[config.mk]
export PLATFORM = sky130hd
export DESIGN_NAME = hex_dec_string_to_integer_top_flat
export DESIGN_NICKNAME = d
export VERILOG_FILES = /design/src/design/hdsi_pkg.sv /design/src/design/hdsi_if.sv /design/src/design/hdsi_step.sv /design/src/design/hex_dec_string_to_integer_top.sv /design/src/flat_wrapper.sv
export SDC_FILE = /design/constraint.sdc
export NUM_CORES = 1
export LEC_CHECK = 0
export BUFFER_PORTS_ARGS = -buffer_cell sky130_fd_sc_hd__buf_2
export CELL_PAD_IN_SITES_DETAIL_PLACEMENT = 0
export CELL_PAD_IN_SITES_GLOBAL_PLACEMENT = 1
export CORE_MARGIN = 4
export CORE_UTILIZATION = 48
export DETAILED_ROUTE_END_ITERATION = 7
export HOLD_SLACK_MARGIN = 0.02
export PLACE_DENSITY_LB_ADDON = 0.1
export SLEW_MARGIN = 20
export SYNTH_ARGS = -nofsm -noshare
export SYNTH_HDL_FRONTEND = slang
export SYNTH_SLANG_ARGS = --single-unit
[constraint.sdc]
create_clock -name clk -period 5.27 [get_ports clk]
set_input_delay 0.7905 -clock clk [delete_from_list [all_inputs] [get_ports clk]]
set_output_delay 0.7905 -clock clk [all_outputs]
set_load 0.05 [all_outputs]
[src/design/hdsi_pkg.sv]
// Shared types for the hex/decimal string to integer converter.
`default_nettype none

package hdsi_pkg;

    typedef enum logic [2:0] {
        MODE_START    = 3'd0,
        MODE_ZERO     = 3'd1,
        MODE_HEXFIRST = 3'd2,
        MODE_HEX      = 3'd3,
        MODE_DEC      = 3'd4,
        MODE_SKIP     = 3'd5
    } mode_t;

    typedef struct packed {
        mode_t       mode;
        logic [3:0]  pos;
        logic [31:0] acc;
    } parse_state_t;

    typedef struct packed {
        logic        ok;
        logic [31:0] value;
        logic        value_written;
    } result_t;

    localparam logic [3:0] LAST_POS = 4'd11;

endpackage

`default_nettype wire

[src/design/hdsi_if.sv]
// Valid/ready channel interfaces for the character input and the result output.
`default_nettype none

interface hdsi_char_if;
    logic       valid;
    logic       ready;
    logic [7:0] char_code;

    modport source (output valid, output char_code, input ready);
    modport sink (input valid, input char_code, output ready);
endinterface

interface hdsi_result_if;
    logic        valid;
    logic        ready;
    logic        ok;
    logic [31:0] value;
    logic        value_written;

    modport source (output valid, output ok, output value, output value_written, input ready);
    modport sink (input valid, input ok, input value, input value_written, output ready);
endinterface

`default_nettype wire

[src/design/hdsi_step.sv]
// Per-character parse step: next parser state and the optional result.
`default_nettype none

module hdsi_step
    import hdsi_pkg::*;
(
    input  logic [7:0]   char_code,
    input  parse_state_t cur,
    output parse_state_t nxt,
    output logic         emit,
    output result_t      res
);

    localparam logic [7:0] CH_NUL   = 8'h00;
    localparam logic [7:0] CH_ZERO  = 8'h30;
    localparam logic [7:0] CH_NINE  = 8'h39;
    localparam logic [7:0] CH_LO_A  = 8'h61;
    localparam logic [7:0] CH_LO_F  = 8'h66;
    localparam logic [7:0] CH_UP_A  = 8'h41;
    localparam logic [7:0] CH_UP_F  = 8'h46;
    localparam logic [7:0] CH_LO_X  = 8'h78;
    localparam logic [7:0] CH_UP_X  = 8'h58;
    localparam logic [7:0] CH_LO_K  = 8'h6b;
    localparam logic [7:0] CH_UP_K  = 8'h4b;
    localparam logic [7:0] CH_LO_M  = 8'h6d;
    localparam logic [7:0] CH_UP_M  = 8'h4d;
    localparam int         SHIFT_K  = 10;
    localparam int         SHIFT_M  = 20;

    logic        is_nul;
    logic        is_dec;
    logic        is_alpha_hex;
    logic        is_k;
    logic        is_m;
    logic [3:0]  hex_d;
    logic [3:0]  pos_inc;
    logic [31:0] dec_acc;
    logic [31:0] hex_acc;
    logic        run_dec;
    logic        run_hex;

    assign is_nul       = (char_code == CH_NUL);
    assign is_dec       = char_code inside {[CH_ZERO:CH_NINE]};
    assign is_alpha_hex = char_code inside {[CH_LO_A:CH_LO_F], [CH_UP_A:CH_UP_F]};
    assign is_k         = (char_code == CH_LO_K) || (char_code == CH_UP_K);
    assign is_m         = (char_code == CH_LO_M) || (char_code == CH_UP_M);
    // letters a-f / A-F have low nibble 1..6
    assign hex_d        = is_dec ? char_code[3:0] : char_code[3:0] + 4'd9;
    assign pos_inc      = cur.pos + 4'd1;
    assign dec_acc      = (cur.acc << 3) + (cur.acc << 1) + {28'd0, char_code[3:0]};
    assign hex_acc      = {cur.acc[27:0], hex_d};

    always_comb
    begin
        nxt     = cur;
        emit    = 1'b0;
        res     = '0;
        run_dec = 1'b0;
        run_hex = 1'b0;

        case (cur.mode)
            MODE_START:
            begin
                if (char_code == CH_ZERO)
                begin
                    nxt.mode = MODE_ZERO;
                    nxt.pos  = 4'd1;
                    nxt.acc  = '0;
                end
                else
                begin
                    run_dec = 1'b1;
                end
            end
            MODE_ZERO:
            begin
                if ((char_code == CH_LO_X) || (char_code == CH_UP_X))
                begin
                    nxt.mode = MODE_HEXFIRST;
                    nxt.pos  = 4'd2;
                end
                else
                begin
                    run_dec = 1'b1;
                end
            end
            MODE_HEXFIRST:
            begin
                if (is_nul)
                begin
                    // bare prefix: fail without a value
                    nxt  = '{MODE_START, 4'd0, 32'd0};
                    emit = 1'b1;
                end
                else
                begin
                    run_hex = 1'b1;
                end
            end
            MODE_HEX:
            begin
                run_hex = 1'b1;
            end
            MODE_DEC:
            begin
                run_dec = 1'b1;
            end
            default:
            begin
                if (is_nul)
                    nxt = '{MODE_START, 4'd0, 32'd0};
                else
                    nxt.mode = MODE_SKIP;
            end
        endcase

        if (run_dec)
        begin
            emit = 1'b1;
            if (is_nul)
            begin
                nxt = '{MODE_START, 4'd0, 32'd0};
                res = '{1'b1, cur.acc, 1'b1};
            end
            else if (is_k && (cur.pos != 4'd0))
            begin
                nxt.mode = MODE_SKIP;
                res      = '{1'b1, cur.acc << SHIFT_K, 1'b1};
            end
            else if (is_m && (cur.pos != 4'd0))
            begin
                nxt.mode = MODE_SKIP;
                res      = '{1'b1, cur.acc << SHIFT_M, 1'b1};
            end
            else if (is_dec)
            begin
                nxt.acc = dec_acc;
                nxt.pos = pos_inc;
                if (pos_inc >= LAST_POS)
                begin
                    nxt.mode = MODE_SKIP;
                end
                else
                begin
                    nxt.mode = MODE_DEC;
                    emit     = 1'b0;
                end
            end
            else
            begin
                nxt.mode = MODE_SKIP;
                res      = '{1'b0, cur.acc, 1'b1};
            end
        end

        if (run_hex)
        begin
            emit = 1'b1;
            if (is_nul)
            begin
                nxt = '{MODE_START, 4'd0, 32'd0};
                res = '{1'b1, cur.acc, 1'b1};
            end
            else if (is_dec || is_alpha_hex)
            begin
                nxt.acc = hex_acc;
                nxt.pos = pos_inc;
                if (pos_inc >= LAST_POS)
                begin
                    nxt.mode = MODE_SKIP;
                end
                else
                begin
                    nxt.mode = MODE_HEX;
                    emit     = 1'b0;
                end
            end
            else
            begin
                nxt.mode = MODE_SKIP;
                res      = '{1'b0, cur.acc, 1'b1};
            end
        end
    end

endmodule

`default_nettype wire

[src/design/hex_dec_string_to_integer_top.sv]
// Top level of the hex/decimal ASCII string to 32-bit integer converter.
//
//  channel   dir  payload                          beat
//  chars     in   char_code[7:0]                   one character, zero ends string
//  results   out  ok, value[31:0], value_written   at most one per string
//
// One character per cycle unless results stall; each beat waits in the input
// register; its result, if any, is loaded into the result register on advance.
// Reset clears the parser to start of string and empties both registers.
// A stalled result register holds the input register; the input side keeps
// taking beats whenever the input register is empty or moving on.
`default_nettype none

module hex_dec_string_to_integer_top
    import hdsi_pkg::*;
(
    input  wire logic    clk,
    input  wire logic    rst_n,
    hdsi_char_if.sink    chars,
    hdsi_result_if.source results
);

    logic         in_valid_reg;
    logic [7:0]   char_reg;
    parse_state_t state_reg;
    parse_state_t state_next;
    logic         out_valid_reg;
    result_t      out_reg;
    result_t      res_next;
    logic         emit;
    logic         advance;

    assign advance     = in_valid_reg && (!out_valid_reg || results.ready);
    assign chars.ready = !in_valid_reg || advance;

    hdsi_step u_step (
        .char_code (char_reg),
        .cur       (state_reg),
        .nxt       (state_next),
        .emit      (emit),
        .res       (res_next)
    );

    always_ff @(posedge clk or negedge rst_n)
    begin
        if (!rst_n)
        begin
            in_valid_reg  <= 1'b0;
            out_valid_reg <= 1'b0;
            state_reg     <= '{MODE_START, 4'd0, 32'd0};
        end
        else
        begin
            if (chars.ready)
                in_valid_reg <= chars.valid;
            if (advance)
            begin
                state_reg     <= state_next;
                out_valid_reg <= emit;
            end
            else if (results.ready)
            begin
                out_valid_reg <= 1'b0;
            end
        end
    end

    always_ff @(posedge clk)
    begin
        if (chars.ready && chars.valid)
            char_reg <= chars.char_code;
        if (advance && emit)
            out_reg <= res_next;
    end

    assign results.valid         = out_valid_reg;
    assign results.ok            = out_reg.ok;
    assign results.value         = out_reg.value;
    assign results.value_written = out_reg.value_written;

    // string position never runs past the overlength limit
    a_pos_bound: assert property (@(posedge clk) disable iff (!rst_n)
        state_reg.pos <= LAST_POS)
        else $error("string position beyond limit");

    a_start_clean: assert property (@(posedge clk) disable iff (!rst_n)
        state_reg.mode == MODE_START |-> (state_reg.pos == 4'd0 && state_reg.acc == 32'd0))
        else $error("start of string with stale position or value");

    a_unwritten_fail: assert property (@(posedge clk) disable iff (!rst_n)
        (results.valid && !results.value_written) |-> (!results.ok && results.value == 32'd0))
        else $error("unwritten result not a clean failure");

    a_hold_input: assert property (@(posedge clk) disable iff (!rst_n)
        (in_valid_reg && out_valid_reg && !results.ready) |=> in_valid_reg && $stable(char_reg))
        else $error("input beat lost under output stall");

endmodule

`default_nettype wire
[src/flat_wrapper.sv]
// flat-port wrapper written by rule: the top's interface ports become plain ports
module hex_dec_string_to_integer_top_flat import hdsi_pkg::*;
  (clk, rst_n, chars_valid, chars_char_code, chars_ready, results_valid, results_ok, results_value, results_value_written, results_ready);
  hdsi_char_if chars_i ();
  hdsi_result_if results_i ();
  input  wire logic clk;
  input  wire logic rst_n;
  input wire logic [$bits(chars_i.valid)-1:0] chars_valid;
  input wire logic [$bits(chars_i.char_code)-1:0] chars_char_code;
  output wire logic [$bits(chars_i.ready)-1:0] chars_ready;
  output wire logic [$bits(results_i.valid)-1:0] results_valid;
  output wire logic [$bits(results_i.ok)-1:0] results_ok;
  output wire logic [$bits(results_i.value)-1:0] results_value;
  output wire logic [$bits(results_i.value_written)-1:0] results_value_written;
  input wire logic [$bits(results_i.ready)-1:0] results_ready;
  assign chars_i.valid = chars_valid;
  assign chars_i.char_code = chars_char_code;
  assign chars_ready = chars_i.ready;
  assign results_valid = results_i.valid;
  assign results_ok = results_i.ok;
  assign results_value = results_i.value;
  assign results_value_written = results_i.value_written;
  assign results_i.ready = results_ready;
  hex_dec_string_to_integer_top u_core (.clk(clk), .rst_n(rst_n), .chars(chars_i), .results(results_i));
endmodule
## After elaboration in Yosys (flattened, before gate mapping)

Cells that the tools add are included.

| word-level totals | value |
|---|---|
| latch bits | 0 |
| bits of input ports | 12 |
| memories | 0 |
| output and inout bits | 36 |
| register bits after elaboration | 83 |
| memory bits (writable) | 0 |
| bits in read-only memories | 0 |

| cells by class | value |
|---|---|
| $lt $le $gt $ge | 7 |
| div/mod/pow operators | 0 |
| bitwise operators | 0 |
| multiply operators | 0 |
| shifts and indexed selects | 0 |
| equal/unequal tests | 15 |
| $add $sub $neg | 4 |
| multiplexer cells | 48 |
| reductions and logical operators | 24 |

Operators with widths:

| operator | count |
|---|---|
| two-way mux 34 bit | 7 |
| two-way mux 39 bit | 6 |
| two-way mux 36 bit | 5 |
| case mux 32 bit (3 select lines) | 1 |
| equality test 8 x 7 -> 1 bit, second input constant | 6 |
| two-way mux 33 bit | 1 |
| adder 32 bit | 1 |
| adder 32 x 4 -> 32 bit | 1 |
| case mux 7 bit (4 select lines) | 1 |
| two-way mux 1 bit | 19 |
| >= comparator 8 x 7 -> 1 bit, second input constant | 2 |
| less-or-equal comparator 8 x 7 -> 1 bit, second input constant | 2 |
| two-way mux 3 bit | 4 |
| != test 4 bit, second input constant | 3 |
| equality test 8 x 6 -> 1 bit, second input constant | 1 |
| >= comparator 8 x 6 -> 1 bit, second input constant | 1 |
| less-or-equal comparator 8 x 6 -> 1 bit, second input constant | 1 |
| logical AND 1 bit | 8 |
| zero test 8 bit | 1 |
| two-way mux 7 bit | 1 |
| equality test 3 x 2 -> 1 bit, second input constant | 2 |
| logical OR 1 bit | 6 |
| AND reduction 5 bit | 1 |
| adder 4 x 1 -> 4 bit, second input constant | 1 |
| 14 further kinds | 16 |

## Longest topological paths before layout

| depth | value |
|---|---|
| word-level depth | 12 |
| mapped depth | 12 |
| mapped depth without buffers | 12 |

## By module

From an unflattened synthesis, not the netlist that was laid out.

| unflattened totals | value |
|---|---|
| cells, all modules | 693 |
| area, all modules | 6688.9 µm² |

By module, submodules not included:

| module | area each (µm²) | cells an instance | times used | sequential area each (µm²) |
|---|---|---|---|---|
| hdsi_step | 3837.4 | 558 | 1 | 0.0 |
| hex_dec_string_to_integer_top | 2851.5 | 135 | 1 | 2287.2 |

## Worst setup path before layout

OpenSTA, ideal clock, no wires.

| timing | value |
|---|---|
| path kind | reg-to-reg |
| from | register u_core.char_reg[0] |
| to | register u_core.out_reg, in the netlist u_core.results.ok, enable pin |
| cell stages (with the launch flop) | 8 |
| arrival | 3.897 ns |
| slack | 0.906 ns |
| period minus slack after synthesis | 4.364 ns |
| required time | 4.803 ns |
| cells stage by stage | edfxtp_1 -> inv_1 -> ha_1 -> nor2b_1 -> a211o_1 -> a21oi_2 -> a21oi_1 -> nor3_1 |

| between the ends | value |
|---|---|
| cells in the longest elaborated chain, start to end | 9 |

RTL lines:

| item | RTL line | text |
|---|---|---|
| start, declared | hex_dec_string_to_integer_top.sv:24 | `logic [7:0] char_reg;` |
| start signal, assigned | hex_dec_string_to_integer_top.sv:71 | `char_reg <= chars.char_code;` |
| >= comparator 8 x 6 -> 1 bit, or another cell as far along | hdsi_step.sv:43 | `assign is_dec = char_code inside {[CH_ZERO:CH_NINE]};` |
| logical AND 1 bit / logical OR 1 bit (equally long branches) | hdsi_step.sv:43, hdsi_step.sv:46 |  |
| two-way mux 1 bit / logical AND 1 bit (equally long branches) | hdsi_step.sv:135, hdsi_step.sv:130 |  |
| two-way mux 1 bit | hdsi_step.sv:130 | `else if (is_m && (cur.pos != 4'd0))` |
| two-way mux 1 bit | hdsi_step.sv:125 | `else if (is_k && (cur.pos != 4'd0))` |
| two-way mux 1 bit | hdsi_step.sv:120 | `if (is_nul)` |
| two-way mux 1 bit | hdsi_step.sv:117 | `if (run_dec)` |
| two-way mux 1 bit (*) | hdsi_step.sv:156 | `if (run_hex)` |
| logical AND 1 bit (*) | hex_dec_string_to_integer_top.sv:72 | `if (advance && emit)` |
| end signal, assigned | hex_dec_string_to_integer_top.sv:73 | `out_reg <= res_next;` |
| end, declared | hex_dec_string_to_integer_top.sv:28 | `result_t out_reg;` |

Mark *: on every way between the ends. The rest lies on a longest branch, timed or not.
A chain may end at the register's enable or synchronous reset.

## Final worst setup path

| timing | value |
|---|---|
| from | register u_core.char_reg[3] |
| to | register u_core.state_reg[24] (netlist bit) |

| between the ends | value |
|---|---|
| cells in the longest elaborated chain, start to end | 11 |

RTL lines:

| item | RTL line | text |
|---|---|---|
| branches (longest 10 deep; another with adder 32 x 4 -> 32 bit) | n/a |  |
| two-way mux 39 bit (*) | hdsi_step.sv:156 |  |
| end signal, assigned | hex_dec_string_to_integer_top.sv:50 | `state_reg <= '{MODE_START, 4'd0, 32'd0};` |
| end signal, assigned | hex_dec_string_to_integer_top.sv:58 | `state_reg <= state_next;` |
| end, declared | hex_dec_string_to_integer_top.sv:25 | `parse_state_t state_reg;` |

Every way passes the cells marked *. The select of a mux whose other input is x is not followed.

==> flow_summary.toml <==
[status]
status = "complete, no violations"

[final_layout]
largest_reg_flops = 39
n_antenna_cell = 0
fin_nets = 813
syn2layout_area_growth_pct = 9.81
drive_gt1_share_pct = 14.5
num-fill-cells = 1253

[routing]
drt_iter0_drc = 523
postRouteWirelength_mm = 19.2
wl_met1_mm = 8.81
wl_met2_mm = 9.14
ant_nets = 0
dr_wl_met3_um = 922
drt-pass1-iter-count = 5
num_vias = 5754
wl_per_cell_um = 21.0
drc = 0
vias_per_cell = 6.28
top_layer = "met4"

[power_and_ir_drop]
powerDensity_nw_per_um2 = 510
leakagePower_nw = 3.04
power_mw = 3.65
vdd_drop_max_uv = 265

[grt]
grt_pass1_wl_mm = 30.8
grtUsageTotal_pct = 24.8
antenna_found_initial = 0
grt_max_degree = 48
first_global_vias = 5549
gr-total-overflow = 0

[die]
io_pins = 48
row_count = 42
die_width_um = 125
start_util_pct = 49.0
core_area_um2 = 13300
die-height_um = 125
dieArea_um2 = 15500

[clock_tree]
post_cts_buffers = 0
cts_tree = "done"
root_buffer = "clkbuf_16"
cts_buffer_depth = 2
ctsHtreeMaxLevel = 3
holdBufCountCts = 0
cts_resized = 0
clock-sinks = 83
cts_buffers = 9
insertion_delay_ps = 350
clk_pin_slew_ps = 60

[setup_path]
crit_path_cell_trace = "inv_1 -> fa_1 -> inv_1 -> fa_1 -> a211oi_1 -> o21ai_1 -> nand4_2 -> a21oi_2 -> or4_1 -> a31oi_1 -> xor2_1 -> o22ai_1"
cp.required_ps = 5500
worstPathArrival_ps = 3970
setup.worst_path.end_class = "flop"
startpoint_type = "flop"
cp_slowest_stage_delay_ps = 530
cp_slowest_cell = "edfxtp_1"
crit_path_max_fanout = 6
setup.worst_path.class = "flop to flop"

[placement]
gp_congestion = 0.950
port_buffers = 47
dp_hpwl_mm = 13.7

[yosys]
yosys.area.top_type = "edfxtp_1"
ys_warn_count = 0
synth.top_cells.by_area = "edfxtp_1, dfrtp_1, ha_1, a21oi_1, nand2_1"
synth.top_cell.area_share_pct = 19.4
synth-seq-area-share_pct = 35.1
synth_nets = 783
synth_area_per_cell_um2 = 9.24
ys_ff_latch = 83
syn_inst = 705
synth_edf_count = 42
synthFlopType = "edfxtp_1"
ys_async_sr_fraction_pct = 49.4
synth.distinct_cells = 81
syn_area_um2 = 6520
synth_common_cells = "a21oi_1, ha_1, nand2_1"

[timing]
timing.fmax_ghz = 0.268
rsz0062_at_grt = "false"
worst_pin_slew_ps = 1030
hold_viol_final = 0
drv_slew = 0
slew_headroom_pct = 31.3
fin_worst_skew_ps = 7.21
setup_viol = 0
fin_tns_setup_ps = 0
post-route-min-period_ps = 3740
period_share_pct = 70.9

[flow_run]
drv_cap = 0

[worst_hold_path]
hold_path_class = "primary input to async pin"
critical path: cells and delay by family (launching register included):
family	cells	cell delay, ps
AO/OA/AOI/OAI	5	960
flip-flops	1	530
adder cells (fa/ha/maj)	2	1010
AND/OR/NAND/NOR	2	680
XOR/XNOR	1	160
buffers and inverters	2	260
layout make-up:
type | instances | area [µm²] | area share (%)
sequential | 83 | 2290 | 32.0
clock inverter | 5 | 36.3 | 0.507
tap | 176 | 220 | 3.08
timing repair buffer | 54 | 290 | 4.06
inverter | 23 | 86.3 | 1.21
clock buffer | 11 | 253 | 3.53
multi-input combinational | 564 | 3980 | 55.7
path summary, 6_finish.rpt:
check / depth (start not counted) / startpoint / end / slack, ps
min in group clk: 2 / u_core.state_reg[29] / u_core.state_reg[29] / 570
setup reg to reg: 12 / u_core.char_reg[3] / u_core.state_reg[24] / 1530
hold reg to reg: 2 / u_core.state_reg[29] / u_core.state_reg[29] / 570
max in group asynchronous: 1 / rst_n / u_core.state_reg[16] / 4390
hold / removal: 1 / rst_n / u_core.state_reg[4] / 460
setup / recovery: 12 / u_core.char_reg[3] / u_core.state_reg[24] / 1530
per-layer routing:
| metal | track usage, % | vias up |
|---|---|---|
| met2 | 40.7 | 207 |
| met1 | 34.2 | 2780 |
| met5 | 0 | - |
| met3 | 2.92 | 24 |
| li1 | - | 2743 |
| met4 | 8.19 | 0 |
power breakdown:
| group | switching, mW | internal, mW |
|---|---|---|
| combinational | 1.24 | 0.702 |
| clock | 0.265 | 0.346 |
| sequential | 0.216 | 0.882 |
| total | 1.72 | 1.93 |
metrics by stage:
| stage | area [µm²] | setup slack [ps] | hold slack, ps | cells | utilization (%) |
|---|---|---|---|---|---|
| 4_1_cts | 7150 | 1580 | 573 | 916 | 53.8 |
| 6_report | 7160 | 1530 | 456 | 916 | 53.8 |
| 3_3_place_gp | 6860 | 1660 | 548 | 900 | 51.6 |
| 3_5_place_dp | 6870 | 1620 | 557 | 900 | 51.6 |
| 2_1_floorplan | 6520 | 906 | 489 | 705 | - |
| 5_1_grt | 7160 | 1320 | 497 | 916 | 53.8 |
cells in the final DEF, fill, tap and decap left out, types with 4 or more instances in the layout:
master,count
a21oi_1,64
ha_1,64
nand2_1,58
nor2_1,47
buf_2,46
edfxtp_1,42
dfrtp_1,41
o21ai_0,36
o21ai_1,31
inv_1,23
xnor2_1,19
a22oi_1,18
a211oi_1,17
o22ai_1,15
and2_1,13
nor3_1,13
a22o_1,12
nand3_1,12
a21o_1,12
nor2b_1,11
a31oi_1,9
clkbuf_16,9
buf_4,8
xor2_1,7
and3_1,6
nand4_1,5
o21a_1,5
nor2_2,4
a221oi_1,4
o21bai_1,4
o211ai_1,4
mux2i_1,4
kinds of logic after synthesis:
group / after synthesis / synth area share (%)
compound gates: 275 / 29.0
simple gates: 193 / 14.9
flops: 83 / 35.1
fa+ha+maj: 66 / 12.9
buf+inv: 58 / 3.99
xor+xnor: 26 / 3.49
mux: 4 / 0.614
(Power assumes the default switching activity.)
